`src/design/cabs_pkg.sv`:
```
package cabs_pkg;

	localparam int MAX_KEPT   = 64;
	localparam int COORD_BITS = 16;
	localparam int LABEL_BITS = 8;
	localparam int THR_W      = 16;
	localparam int IDX_W      = 16;

	localparam int ADDR_W = (MAX_KEPT > 1) ? $clog2(MAX_KEPT) : 1;
	localparam int CNT_W  = $clog2(MAX_KEPT + 1);

	localparam int AREA_W = 2 * COORD_BITS;
	localparam int UNI_W  = AREA_W + 1;
	localparam int PROD_W = UNI_W + THR_W;

	localparam int APB_AW = 3;
	localparam logic [APB_AW-3:0] REG_IOU_THR = '0;
	localparam logic [THR_W-1:0]  THR_RESET   = THR_W'(29491);

	typedef logic signed [COORD_BITS-1:0] coord_t;
	typedef logic [COORD_BITS-1:0]        ext_t;
	typedef logic [LABEL_BITS-1:0]        label_t;
	typedef logic [THR_W-1:0]             thr_t;
	typedef logic [AREA_W-1:0]            area_t;
	typedef logic [UNI_W-1:0]             uni_t;
	typedef logic [PROD_W-1:0]            prod_t;
	typedef logic [ADDR_W-1:0]            addr_t;
	typedef logic [CNT_W-1:0]             cnt_t;
	typedef logic [IDX_W-1:0]             idx_t;

	typedef struct packed {
		coord_t x_min;
		coord_t y_min;
		coord_t x_max;
		coord_t y_max;
		label_t class_label;
		logic   frame_start;
	} in_item_t;

	typedef struct packed {
		logic keep;
		idx_t item_index;
		logic table_full;
	} out_item_t;

	// one table entry: stored box and its class
	typedef struct packed {
		coord_t x0;
		coord_t y0;
		coord_t x1;
		coord_t y1;
		label_t label;
	} entry_t;

	localparam int ENTRY_W = $bits(entry_t);

	typedef struct packed {
		logic busy;   // compare in flight
		logic hit;    // overlap over limit seen this cycle
	} iou_stat_t;

	function automatic coord_t cmax(input coord_t a, input coord_t b);
		return (a > b) ? a : b;
	endfunction

	function automatic coord_t cmin(input coord_t a, input coord_t b);
		return (a < b) ? a : b;
	endfunction

	// hi - lo clamped at zero; the true difference always fits COORD_BITS unsigned
	function automatic ext_t extent(input coord_t lo, input coord_t hi);
		return (hi > lo) ? ext_t'(hi - lo) : '0;
	endfunction

endpackage

```
`src/design/cabs_iou.sv`:
```
module cabs_iou (
	input  logic                clk,
	input  logic                arst_n,
	input  logic                vld,
	input  cabs_pkg::entry_t    kept,
	input  cabs_pkg::entry_t    probe,
	input  cabs_pkg::area_t     area_a,
	input  cabs_pkg::thr_t      thr,
	output cabs_pkg::iou_stat_t stat
);

	// s1: overlap extents and kept box extents
	logic           vld_s1;
	cabs_pkg::ext_t ix_s1, iy_s1, kw_s1, kh_s1;
	// s2: products
	logic            vld_s2;
	cabs_pkg::area_t inter_s2, area_b_s2;
	// s3: union
	logic            vld_s3;
	cabs_pkg::area_t inter_s3;
	cabs_pkg::uni_t  uni_s3;
	// s4: threshold times union
	logic            vld_s4;
	cabs_pkg::area_t inter_s4;
	cabs_pkg::prod_t prod_s4;

	logic          match;
	cabs_pkg::prod_t lhs;

	assign match = (kept.label == probe.label);

	always_ff @(posedge clk or negedge arst_n) begin
		if (!arst_n) begin
			vld_s1 <= 1'b0;
			vld_s2 <= 1'b0;
			vld_s3 <= 1'b0;
			vld_s4 <= 1'b0;
		end else begin
			vld_s1 <= vld && match;
			vld_s2 <= vld_s1;
			vld_s3 <= vld_s2;
			vld_s4 <= vld_s3;
		end
	end

	always_ff @(posedge clk) begin
		ix_s1 <= cabs_pkg::extent(cabs_pkg::cmax(probe.x0, kept.x0),
		                          cabs_pkg::cmin(probe.x1, kept.x1));
		iy_s1 <= cabs_pkg::extent(cabs_pkg::cmax(probe.y0, kept.y0),
		                          cabs_pkg::cmin(probe.y1, kept.y1));
		kw_s1 <= cabs_pkg::extent(kept.x0, kept.x1);
		kh_s1 <= cabs_pkg::extent(kept.y0, kept.y1);

		inter_s2  <= cabs_pkg::area_t'(ix_s1) * cabs_pkg::area_t'(iy_s1);
		area_b_s2 <= cabs_pkg::area_t'(kw_s1) * cabs_pkg::area_t'(kh_s1);

		// intersection never exceeds either area, so this stays non-negative
		inter_s3 <= inter_s2;
		uni_s3   <= cabs_pkg::uni_t'(area_a) + cabs_pkg::uni_t'(area_b_s2)
		            - cabs_pkg::uni_t'(inter_s2);

		inter_s4 <= inter_s3;
		prod_s4  <= cabs_pkg::prod_t'(thr) * cabs_pkg::prod_t'(uni_s3);
	end

	// intersection * 2^16 against threshold * union; zero intersection never wins
	assign lhs = cabs_pkg::prod_t'({inter_s4, {cabs_pkg::THR_W{1'b0}}});

	assign stat.hit  = vld_s4 && (lhs > prod_s4);
	assign stat.busy = vld_s1 || vld_s2 || vld_s3 || vld_s4;

endmodule

```
`config.mk`:
```
export PLATFORM = sky130hd
export DESIGN_NAME = cabs_iou
export DESIGN_NICKNAME = d
export VERILOG_FILES = /design/src/design/cabs_pkg.sv /design/src/design/cabs_iou.sv
export SDC_FILE = /design/constraint.sdc
export NUM_CORES = 2
export LEC_CHECK = 0
export ABC_AREA = 1
export BUFFER_PORTS_ARGS = -buffer_cell sky130_fd_sc_hd__clkbuf_2
export CAP_MARGIN = 20
export CORE_UTILIZATION = 40
export CTS_CLUSTER_SIZE = 25
export DETAILED_ROUTE_END_ITERATION = 10
export HOLD_SLACK_MARGIN = 0.1
export PLACE_DENSITY_LB_ADDON = 0.2
export SLEW_MARGIN = 20
export SYNTH_ARGS = -nofsm -noshare
export SYNTH_HDL_FRONTEND = slang
export SYNTH_SLANG_ARGS = --single-unit
```
`constraint.sdc`:
```
create_clock -name clk -period 15.8 [get_ports clk]
set_input_delay 1.58 -clock clk [delete_from_list [all_inputs] [get_ports clk]]
set_output_delay 1.58 -clock clk [all_outputs]
set_load 0.02 [all_outputs]
```
==> results.cfg <==
[run_status]
status = finished clean

[sta]
fin_setup_tns_ps = 0
finalHoldViolations = 0
fmax_mhz = 146
hold_ws_ps = 311
period_share = 0.433
slew_headroom = 0.302
rsz0062_at_grt = false
maxSlewViolCount = 0
setup_viol = 0
fin_crit_ps = 6830
tightest_slew_ps = 1040
skew_ps = 47.4

[worst_setup_path]
cp_max_fo = 33
r2r-start = kh_s1[4]
worst_ep_arrival_time_ps = 7290
reg2reg_slack_ps = 9550
critical_path_required_ps = 16260
cp-end-kind = flip-flop
cp-start-kind = primary input
criticalPathCategory = in2reg
reg2reg_to = area_b_s2[26]
r2r_cells = 21

[die]
die_x_um = 364
io_pins = 197
core-area_sq_um = 130000
initial_core_util = 0.404
die_area_sq_um = 133000
rows = 132
die_y_um = 364

[clocking]
cts_hold_buf = 0
clk_pin_slew_ps = 60
numCtsBuffers = 36
clock-root-buffer = clkbuf_16
cts.repair.resized = 0
htree_num_levels = 2
cts_sinks = 278
clkLatencyLatePin_ps = 590
postCtsSetupBuffers = 0
clockBufferDepth = 3
tritoncts = yes

[synth]
synth-edff-count = 0
syn_nets = 8829
ys_seq_area_frac = 0.106
avgSynthCellArea_sq_um = 7.23
yosys.area.top_type = fa_1
synth_cell_type_count = 43
synth_top_area_frac = 0.327
syn_inst = 7258
async_reset_ff_frac = 0.0144
netlist_area_sq_um = 52500
yosys_register_bits = 278
synth_warnings = 0
synthTopCellsByArea = fa_1, nand2_1, inv_1
ys.flop_type = dfxtp_1

[final_layout]
final_common_cell = nand2_1
synthToLayoutAreaGrowth_pct = 6.67
final_cell_mix = nand2_1, inv_1, fa_1, ha_1, nor2_1
final_cells = 9002
layout.nets = 8802
drive_gt1_frac = 0.0439
final_area_sq_um = 56000

[place]
placed_area_sq_um = 54700
io_buffers = 196
dp_cells = 8935
gp_congestion = 0.959
place_hpwl_mm = 130

[global_routing]
antenna_found_initial = 4
grt_pass1_wl_mm = 246
grt_max_degree = 34
grt.total_usage = 0.236
grt-ovfl-total = 0
grt_pass1_vias = 45800

[hold_path]
min_from = inter_s3[13]
hold_path_class = reg2reg
hold_end = inter_s4[13]
hold_depth = 0

[routing]
ant_nets = 0
drt_iter0_markers = 2272
drtPass1Iterations = 6
drc = 0
vias_per_cell = 4.79
totalWireLength_mm = 151
via_count = 43200
wl_per_cell_um = 16.8

[flow_run]
drv_cap = 0
==> cell usage after synthesis (all sizes together), types with 2 or more instances <==
library cell and number:
buf 18, nand4 73, a21o 20, nor2 374, and2 9, o21a 6
xnor2 32, a31oi 7, fa 856, nand3 252, nor3 54, ha 520
nand2 2084, a21boi 2, dfrtp 4, o211ai 8, o21bai 28, nand3b 21
clkbuf 260, inv 1934, dfxtp 274, a21oi 218, o21ai 85, o31ai 3
nor4 3, xor2 106, or2 4
==> per-layer routing <==
metal,share of wire,track usage
met5,0.000086,0
met4,0.025,0.0582
met3,0.042,0.0238
met2,0.48,0.416
met1,0.45,0.308
==> area by class of cell <==
class                   instances  area, sq um
well taps                    1742         2180
fillers                     13700        73800
clock inverters                26          348
repair buffers                213         1110
clock buffers                  40          946
diodes                          1         2.50
multi-input cells            4768        38600
flip-flops and latches        278         5590
inverters                    1934         7260
==> worst max-delay path, stage by stage <==
cell and delay [ps]:
clkbuf_2 690, nand2_1 180, fa_1 550, fa_1 530, fa_1 530, inv_1 60, fa_1 510, fa_1 500
inv_1 50, fa_1 480, inv_1 40, ha_1 390, nand2_1 100, nor2_1 240, nand2_1 150, nor2_1 200
nand3_1 210, nand4_1 150, nand2_1 100
==> registers in the layout (all words and copies together), names as in the netlist <==
| name | cells |
|---|---|
| prod_s4 | 49 |
| uni_s3 | 33 |
| area_b_s2 | 32 |
| inter_s2 | 32 |
| inter_s3 | 32 |
| inter_s4 | 32 |
| ix_s1 | 16 |
| iy_s1 | 16 |
| kh_s1 | 16 |
| kw_s1 | 16 |
| vld_s1 | 1 |
| vld_s2 | 1 |
| vld_s3 | 1 |
| vld_s4 | 1 |
==> worst max path at each step <==
stage / from / to / slack (ps) / cells after the start
floorplan: thr[7] / prod_s4[43] / 9260 / 23
global placement: thr[1] / prod_s4[45] / 8420 / 19
detailed placement: thr[1] / prod_s4[48] / 8410 / 21
CTS: thr[1] / prod_s4[48] / 9020 / 21
global route: thr[1] / prod_s4[42] / 8670 / 21
finish: thr[1] / prod_s4[45] / 8970 / 19
==> cells by family after synthesis <==
group,share of synthesized area
buf+inv,0.159
compound gates,0.0395
simple gates,0.222
fa+ha+maj,0.450
flops,0.106
xor+xnor,0.0230
==> per-stage QoR <==
step / util / setup slack [ps]
detailed placement: 0.421 / 8410
global route: 0.431 / 8670
global placement: 0.421 / 8420
floorplan: - / 9260
CTS: 0.431 / 9020
finish: 0.431 / 8970
Power is not shown: default switching activity piles up to over one toggle a cycle in this logic, so the estimate is an artifact.
