## config.mk

```make
export PLATFORM = sky130hd
export DESIGN_NAME = cabs_ram
export DESIGN_NICKNAME = d
export VERILOG_FILES = /design/src/design/cabs_ram.sv
export SDC_FILE = /design/constraint.sdc
export NUM_CORES = 1
export LEC_CHECK = 0
export ABC_AREA = 0
export BUFFER_PORTS_ARGS = -buffer_cell sky130_fd_sc_hd__buf_2
export CORE_UTILIZATION = 30
export CTS_BUF_LIST = sky130_fd_sc_hd__clkbuf_4 sky130_fd_sc_hd__clkbuf_8
export DETAILED_ROUTE_END_ITERATION = 8
export SYNTH_ARGS = -nofsm -noshare
export SYNTH_HDL_FRONTEND = slang
export SYNTH_SLANG_ARGS = --single-unit
export TNS_END_PERCENT = 50
```

## constraint.sdc

```tcl
create_clock -name clk -period 2.3 [get_ports clk]
set_input_delay 0.23 -clock clk [delete_from_list [all_inputs] [get_ports clk]]
set_output_delay 0.23 -clock clk [all_outputs]
set_load 0.01 [all_outputs]
```

## src/design/cabs_ram.sv

```systemverilog
module cabs_ram #(
	parameter int WIDTH = 8,
	parameter int DEPTH = 16
) (
	input  logic                                       clk,
	input  logic                                       we,
	input  logic [((DEPTH > 1) ? $clog2(DEPTH) : 1)-1:0] waddr,
	input  logic [WIDTH-1:0]                           wdata,
	input  logic                                       re,
	input  logic [((DEPTH > 1) ? $clog2(DEPTH) : 1)-1:0] raddr,
	output logic [WIDTH-1:0]                           rdata
);

	logic [WIDTH-1:0] mem [DEPTH];

	always_ff @(posedge clk) begin
		if (we) begin
			mem[waddr] <= wdata;
		end
		if (re) begin
			rdata <= mem[raddr];
		end
	end

endmodule

```

==> flow_summary.yaml, run 1 <==
grt:
  grt_max_degree: 33
  overflow: 0
  antenna_found_initial: 0
  grtUsageTotal_pct: 13.35
  grt_pass1_vias: 2572
  grt_pass1_wl_mm: 16.44
power:
  max-vdd-ir-drop_v: 0.0004198
  power.total_mw: 4.992
  powerDensity_mw_per_mm2: 816.8
  leakage_nw: 2.025
worst_setup_path:
  critPathLaunchType: "flop"
  cp_max_fo: 1
  critPathMaxStageDelay_ns: 0.51
  reg2reg_depth: 3
  r2r_start: "mem[11][6]$_DFFE_PP_"
  critical_path_class: "flop to flop"
  rrSetupSlack_ns: 0.79
  cp.required_ns: 2.47
  crit_chain: "mux4_2 > a22oi_1 > nand2_1"
  reg2reg_to: "rdata[6]$_DFFE_PP_"
  critPathCaptureType: "flop"
  cp_slowest_cell: "mux4_2"
  cp.arrival_ns: 1.69
timing:
  setup_ws_ns: 0.7864
  fmax_mhz: 660.7
  finalMaxSlewViolations: 0
  finalCritPeriodShare_pct: 65.81
  hold_viol_final: 0
  grt_setup_unrepaired: "false"
  worst_pin_slew_ns: 0.7490
  skew_ns: 0.009407
  slew_headroom_pct: 49.96
  tns_ns: 0
  setup_viol: 0
  fin_crit_ns: 1.514
  hold_ws_ns: 0.1617
route:
  drtIter0Drc: 342
  wl_per_cell_um: 21.13
  vias: 2511
  avgViaCountPerCell: 4.857
  drt_first_pass_iters: 4
  ant_nets: 0
  post-route-drc-count: 0
  drt_wl_total_mm: 10.92
job:
  maxCapViolations: 0
synthesis:
  synth_top_area_share_pct: 78.12
  synth.area.top_cells: "edfxtp_1 (78%), mux4_2 (7.8%), mux4_1 (7.0%), a22oi_1 (2.3%), nor2_1 (0.93%)"
  syn_area_per_cell_sq_um: 22.83
  synthesis.nets: 248
  yosys.area.top_type: "edfxtp_1"
  ys_seq_elements: 136
  ys_types: 18
  syn_area_sq_mm: 0.005228
  ys_async_sr_fraction_pct: 0
  syn_inst: 229
  synth_top_flop_cell: "edfxtp_1"
  synth_edf_count: 136
  yosysWarnings: 0
  ys_seq_area_share_pct: 78.12
floorplan:
  start_util_pct: 31.08
  dieWidth_um: 134.0
  num_rows: 47
  io_pins: 27
  core_sq_mm: 0.01682
  dieArea_sq_mm: 0.01796
  die_h_um: 134.0
place:
  dpl.cell_count: 485
  place_hpwl_mm: 6.949
  pre_cts_ws_ns: 0.3985
  place_area_sq_mm: 0.005722
  port_buffers: 26
  gp_congestion: 0.7733
clock_tree:
  cts_root_buffer: "clkbuf_8"
  ctsResizeCount: 0
  tritoncts: "yes"
  cts-buffers-inserted: 17
  cts.path.max_buffers: 2
  clk_latency_ns: 0.44
  clk_pin_slew_ns: 0.08
  hold_buffers: 0
  ctsHtreeMaxLevel: 4
  cts_setup_buffers: 0
  clock-sinks: 136
finish:
  final_util_pct: 36.33
  fin_nets: 303
  fin_cells: 517
  design_area_sq_mm: 0.006111
  drive_gt1_share_pct: 31.31
  area_growth_pct: 16.90
  antenna_cells: 0
min_path:
  hold_depth: 1
  min_from: "re"
  min_to: "rdata[2]$_DFFE_PP_"
  hp-class: "primary input to flop"
run_status:
  status: "complete, no violations"
## cells in the mapped netlist, drive strengths merged, types with 2 or more instances
master           n
mux4            32
nand3b           2
nand2            9
nor3             4
buf              7
a22oi           16
edfxtp         136
nand2b           2
clkdlybuf4s25    3
nor2            13
## routing by layer
metal	track usage, %	share of wire, %
met1	19.20	45
met3	3.590	7.3
met2	18.68	46
met4	6.313	1.2
met5	0	0
## where the power goes
part / switching, mW / leakage [nW] / internal, mW
clock network: 0.833 / 0.200 / 1.08
registers: 0.0152 / 1.24 / 2.79
logic: 0.160 / 0.589 / 0.110
## layout by cell type (no fill, tap or decap)
master	synthesis	layout
nand3_1	1	1
nand2_1	9	9
mux4_1	14	14
buf_12	0	2
clkinvlp_4	0	1
clkinv_1	0	4
and2b_1	1	1
buf_2	3	26
nor2b_1	1	1
edfxtp_1	136	136
clkbuf_4	0	3
clkinv_2	0	4
clkbuf_8	0	17
bufinv_16	0	3
buf_4	1	18
nand3b_1	2	2
nor2_1	13	13
nand2b_1	2	2
and2_1	1	1
a22oi_1	16	16
nor3_1	4	4
or3b_2	1	1
mux4_2	18	18
## sequential cells by signal, indices dropped and copies added (netlist names)
name / count
mem: 128
rdata: 8
## cell type report
cell class / count / area (sq um)
Fill cell: 1583 / 10710
Timing Repair Buffer: 46 / 305.3
Multi-Input combinational cell: 83 / 1057
Clock buffer: 20 / 256.5
Sequential cell: 136 / 4084
Clock inverter: 12 / 132.6
Tap cell: 220 / 275.3
## how the worst max path moves through the flow
stage	start	endpoint	cells past startpoint
after CTS	mem[11][6]$_DFFE_PP_	rdata[6]$_DFFE_PP_	3
after global routing	mem[10][6]$_DFFE_PP_	rdata[6]$_DFFE_PP_	3
after detailed placement	raddr[0]	rdata[6]$_DFFE_PP_	5
final	mem[11][6]$_DFFE_PP_	rdata[6]$_DFFE_PP_	3
after global placement	raddr[0]	rdata[5]$_DFFE_PP_	5
after floorplan	waddr[2]	mem[0][0]$_DFFE_PP_	2
## worst max-delay path: cells and delay by family (launching register included)
family	cells	cell delay (ns)
DFF	1	0.36
AOI/OAI and AO/OA	1	0.29
muxes	1	0.51
and+or+nand+nor	1	0.09
## logic make-up (layout without fill, tap and decap cells)
kind of cell    count (synthesis)  in the layout  synth area share [%]
mux                            32             32                 14.79
flops                         136            136                 78.12
buf+inv                        10             78                 1.651
compound gates                 16             16                 2.298
simple gates                   35             35                 3.136
Note: power is estimated with default switching activity, not from simulation.
==> inputs of run 2 (changes only) <==
==> constraint.sdc (replaced) <==
create_clock -name clk -period 1.3 [get_ports clk]
set_input_delay 0.13 -clock clk [delete_from_list [all_inputs] [get_ports clk]]
set_output_delay 0.13 -clock clk [all_outputs]
set_load 0.01 [all_outputs]
==> flow_summary.yaml, run 2 (same netlist as run 1, synthesis figures left out) <==
clock_tree:
  clk_latency_ns: 0.43
  clk_pin_slew_ns: 0.08
  cts_root_buffer: "clkbuf_8"
  cts.path.max_buffers: 2
  hold_buffers: 0
  cts-buffers-inserted: 17
  ctsHtreeMaxLevel: 4
  clock-sinks: 136
  tritoncts: "yes"
finish:
  largest_reg_flops: 128
  regMostFlops: "mem"
  fin_nets: 307
  area_growth_pct: 17.69
  antenna_cells: 0
  drive_gt1_share_pct: 41.53
  nFillCells: 1572
  reg_top3: "mem x128, rdata x8"
  final_common_cell: "edfxtp_1"
  final_cell_mix: "edfxtp_1 (136), mux4_2 (32), buf_2 (26)"
route:
  wl_per_cell_um: 18.52
  avgViaCountPerCell: 4.630
  vias: 2412
  ant_nets: 0
  drt_wl_total_mm: 9.647
  drt_first_pass_iters: 4
  drtIter0Drc: 228
  post-route-drc-count: 0
worst_setup_path:
  r2r_start: "mem[3][0]$_DFFE_PP_"
  cp.buffers_inverters: 0
  critPathCaptureType: "flop"
  cp_top_family: "multiplexers"
  cp.arrival_ns: 1.60
  rrSetupSlack_ns: -0.13
  critPathMaxStageDelay_ns: 0.49
  cp_max_fo: 1
  critical_path_class: "flop to flop"
  crit_start: "mem[3][0]$_DFFE_PP_"
  critPathLaunchType: "flop"
  cp.required_ns: 1.47
  crit_chain: "mux4_2 > a22oi_2 > nand2_2"
  cp_slowest_cell: "mux4_2"
timing:
  fin_crit_ns: 1.430
  finalCritPeriodShare_pct: 110.0
  hold_viol_final: 0
  fmax_mhz: 699.4
  slew_headroom_pct: 37.40
  finalMaxSlewViolations: 0
  grt_setup_unrepaired: "true"
  worst_pin_slew_ns: 0.9355
  setup_ws_ns: -0.1298
  skew_ns: 0.01142
  setup_viol: 8
grt:
  grt_pass1_vias: 2559
  grtUsageTotal_pct: 11.67
  antenna_found_initial: 0
  overflow: 0
  grt_max_degree: 29
  grt_pass1_wl_mm: 14.86
floorplan:
  dieWidth_um: 134.0
  die_h_um: 134.0
  start_util_pct: 31.08
  io_pins: 27
  num_rows: 47
  dieArea_sq_mm: 0.01796
  core_sq_mm: 0.01682
power:
  power.total_mw: 8.716
  leakage_nw: 1.994
  max-vdd-ir-drop_v: 0.0008341
  powerDensity_mw_per_mm2: 1417
run_status:
  status: "finished, violations left"
  violations: "setup timing"
job:
  maxCapViolations: 0
place:
  gp_congestion: 0.6911
  pre_cts_ws_ns: -0.4115
  port_buffers: 26
  place_hpwl_mm: 6.410
min_path:
  min_from: "re"
  hp-class: "primary input to flop"
run 2: changes by cell type in the layout (fill, tap and decap cells not counted), sizes merged:
cell      before  now
clkbuf        20   22
clkinv         8    6
clkinvlp       1    2
bufinv         3    2
buf           46   50
run 2: metrics by stage:
stage	TNS (ns)	utilization [%]	hold slack [ns]	std cells	area [sq um]
global placement	-5.595	34.09	0.5201	489	5733
global route	-1.065	36.58	0.06693	521	6152
floorplan	-3.526	-	0.2289	229	5218
finish	-0.5869	36.58	0.07173	521	6152
CTS	-0.7758	36.49	0.06138	521	6137
detailed placement	-5.733	34.09	0.5120	489	5733
run 2: final timing paths:
path	endpoint	depth (start not counted)
worst max-delay path	rdata[0]$_DFFE_PP_	3
worst min-delay path	rdata[4]$_DFFE_PP_	1
worst max register to register	rdata[0]$_DFFE_PP_	3
worst min register to register	rdata[3]$_DFFE_PP_	3
run 2: per-layer routing:
layer	global-route usage [%]	vias to the layer above	wire length (um)
met3	3.364	12	548
met1	14.72	1250	4284
li1	-	1082	-
met4	4.735	0	146
met5	0	-	0
met2	18.88	68	4667
run 2: worst reg2reg max path, stage by stage, from the launching register on:
cell and delay [ns]:
edfxtp_1 0.37, mux4_2 0.49, a22oi_2 0.21, nand2_2 0.10
run 2: report_power, final:
| part | internal (mW) | total [mW] | switching, mW |
|---|---|---|---|
| registers | 4.94 | 4.96 | 0.0250 |
| logic | 0.225 | 0.505 | 0.280 |
| clock network | 1.78 | 3.25 | 1.47 |
| total | 6.95 | 8.72 | 1.77 |
run 2: timing repair:
item                                    in CTS  in global routing
resized for setup                            8                  3
buffers inserted                             0                  0
cloned                                       0                  0
endpoints found under the setup margin       8                  8
pin swaps                                    3                  1
run 2: area by class of cell:
class,instances,area (sq um),share of cell area [%]
Clock inverter,10,103.9,1.688
Tap cell,220,275.3,4.474
Clock buffer,22,271.5,4.413
Timing Repair Buffer,50,360.3,5.857
Multi-Input combinational cell,83,1057,17.19
Sequential cell,136,4084,66.38
==> inputs of run 3 (changes only) <==
--- a/config.mk
+++ b/config.mk
@@ -10,6 +10,7 @@
 export CORE_UTILIZATION = 30
 export CTS_BUF_LIST = sky130_fd_sc_hd__clkbuf_4 sky130_fd_sc_hd__clkbuf_8
 export DETAILED_ROUTE_END_ITERATION = 8
+export PLACE_DENSITY = 0.51
 export SYNTH_ARGS = -nofsm -noshare
 export SYNTH_HDL_FRONTEND = slang
 export SYNTH_SLANG_ARGS = --single-unit
==> constraint.sdc (replaced) <==
create_clock -name clk -period 1.64 [get_ports clk]
set_input_delay 0.164 -clock clk [delete_from_list [all_inputs] [get_ports clk]]
set_output_delay 0.164 -clock clk [all_outputs]
set_load 0.01 [all_outputs]
==> flow_summary.yaml, run 3 (same netlist as run 1, synthesis figures left out) <==
run_status:
  status: "complete, no violations"
power:
  leakage_nw: 2.009
  comb_power_share_pct: 6.0
  p_sw_mw: 1.449
  powerDensity_mw_per_mm2: 1070
  max-vdd-ir-drop_v: 0.0005059
  netSwitchingFraction_pct: 22.26
  clkPwrFrac_pct: 33.6
  p_int_mw: 5.061
  power.total_mw: 6.510
  seqPwrFrac_pct: 60.4
clock_tree:
  cts.path.max_buffers: 2
  clk_latency_ns: 0.44
  tritoncts: "yes"
  cts_root_buffer: "clkbuf_8"
  clk_pin_slew_ns: 0.08
  ctsResizeCount: 0
  hold_buffers: 0
  ctsHtreeMaxLevel: 4
  cts-buffers-inserted: 17
  cts_setup_buffers: 0
  clock-sinks: 136
route:
  vias: 2463
  ant_nets: 0
  post-route-drc-count: 0
  wl_per_cell_um: 20.90
  drtIter0Drc: 275
  drt_wl_total_mm: 10.87
  drt_first_pass_iters: 4
  avgViaCountPerCell: 4.737
place:
  port_buffers: 26
  place_area_sq_mm: 0.005782
  place_hpwl_mm: 7.329
  pre_cts_ws_ns: -0.1279
  gp_congestion: 0.7372
  dpl.cell_count: 489
worst_setup_path:
  rrSetupSlack_ns: 0.10
  cp_max_fo: 1
  cp.buffers_inverters: 0
  crit_start: "mem[5][3]$_DFFE_PP_"
  cp.required_ns: 1.83
  crit_chain: "mux4_1 > a22oi_1 > nand2_1"
  critPathMaxStageDelay_ns: 0.55
  cp_top_family: "multiplexers"
  critPathLaunchType: "flop"
  crit_end: "rdata[3]$_DFFE_PP_"
  cp.arrival_ns: 1.73
  r2r_start: "mem[5][3]$_DFFE_PP_"
  cp.depth: 3
  cp_slowest_cell: "mux4_1"
  reg2reg_to: "rdata[3]$_DFFE_PP_"
  reg2reg_depth: 3
  critPathCaptureType: "flop"
  critical_path_class: "flop to flop"
grt:
  grt_pass1_wl_mm: 16.46
  antenna_found_initial: 0
  grt_max_degree: 24
  grt_pass1_vias: 2556
  grtUsageTotal_pct: 13.36
  overflow: 0
timing:
  skew_ns: 0.008582
  setup_ws_ns: 0.1004
  slew_headroom_pct: 45.83
  fmax_mhz: 649.5
  finalCritPeriodShare_pct: 93.88
  hold_viol_final: 0
  finalMaxSlewViolations: 0
  worst_pin_slew_ns: 0.8095
  setup_viol: 0
  fin_crit_ns: 1.540
  hold_ws_ns: 0.1089
  grt_setup_unrepaired: "false"
finish:
  nFillCells: 1612
  final_cell_mix: "edfxtp_1 (136), buf_2 (26), buf_4 (20)"
  drive_gt1_share_pct: 31.67
  fin_cells: 520
  area_growth_pct: 16.37
  regMostFlops: "mem"
  fin_nets: 307
  design_area_sq_mm: 0.006083
  final_common_cell: "edfxtp_1"
  reg_top3: "mem x128, rdata x8"
  antenna_cells: 0
  largest_reg_flops: 128
floorplan:
  core_sq_mm: 0.01682
  die_h_um: 134.0
  io_pins: 27
  start_util_pct: 31.08
  dieArea_sq_mm: 0.01796
  num_rows: 47
  dieWidth_um: 134.0
min_path:
  hp-class: "primary input to flop"
  min_from: "re"
job:
  maxCapViolations: 0
run 3: per-layer routing:
layer	vias up	global-route usage, %	part of all wire (%)
met5	-	0	0
met4	0	6.439	1.6
met3	13	3.704	4.8
met2	63	19.72	46
met1	1293	18.21	48
li1	1094	-	-
run 3: power groups by stage:
stage | logic [mW] | registers (mW) | clock network (mW)
3_5_place_dp | 0.396 | 4.01 | 0
5_1_grt | 0.423 | 3.94 | 2.39
4_1_cts | 0.397 | 3.94 | 2.25
6_report | 0.388 | 3.94 | 2.19
2_1_floorplan | 0.198 | 4.01 | 0
3_3_place_gp | 0.390 | 4.01 | 0
run 3: how the worst min path moves through the flow:
stage               slack, ns  cells past startpoint             endpoint
floorplan                0.26                      0  mem[0][0]$_DFFE_PP_
global placement         0.56                      1  mem[6][5]$_DFFE_PP_
detailed placement       0.57                      1   rdata[3]$_DFFE_PP_
CTS                      0.08                      1   rdata[3]$_DFFE_PP_
global route             0.08                      1   rdata[3]$_DFFE_PP_
finish                   0.11                      1   rdata[3]$_DFFE_PP_
run 3: cell type report:
| type | instances | area, sq um | area share (%) |
|---|---|---|---|
| Timing Repair Buffer | 50 | 360.3 | 5.923 |
| Tap cell | 220 | 275.3 | 4.525 |
| Clock inverter | 14 | 67.56 | 1.111 |
| Sequential cell | 136 | 4084 | 67.13 |
| Clock buffer | 17 | 234.0 | 3.846 |
| Multi-Input combinational cell | 83 | 1062 | 17.46 |
run 3: metrics by stage:
stage,setup TNS (ns),util (%)
floorplan,0,-
global placement,-0.5026,34.38
detailed placement,-0.4577,34.38
CTS,0,36.17
global route,0,36.17
finish,0,36.17
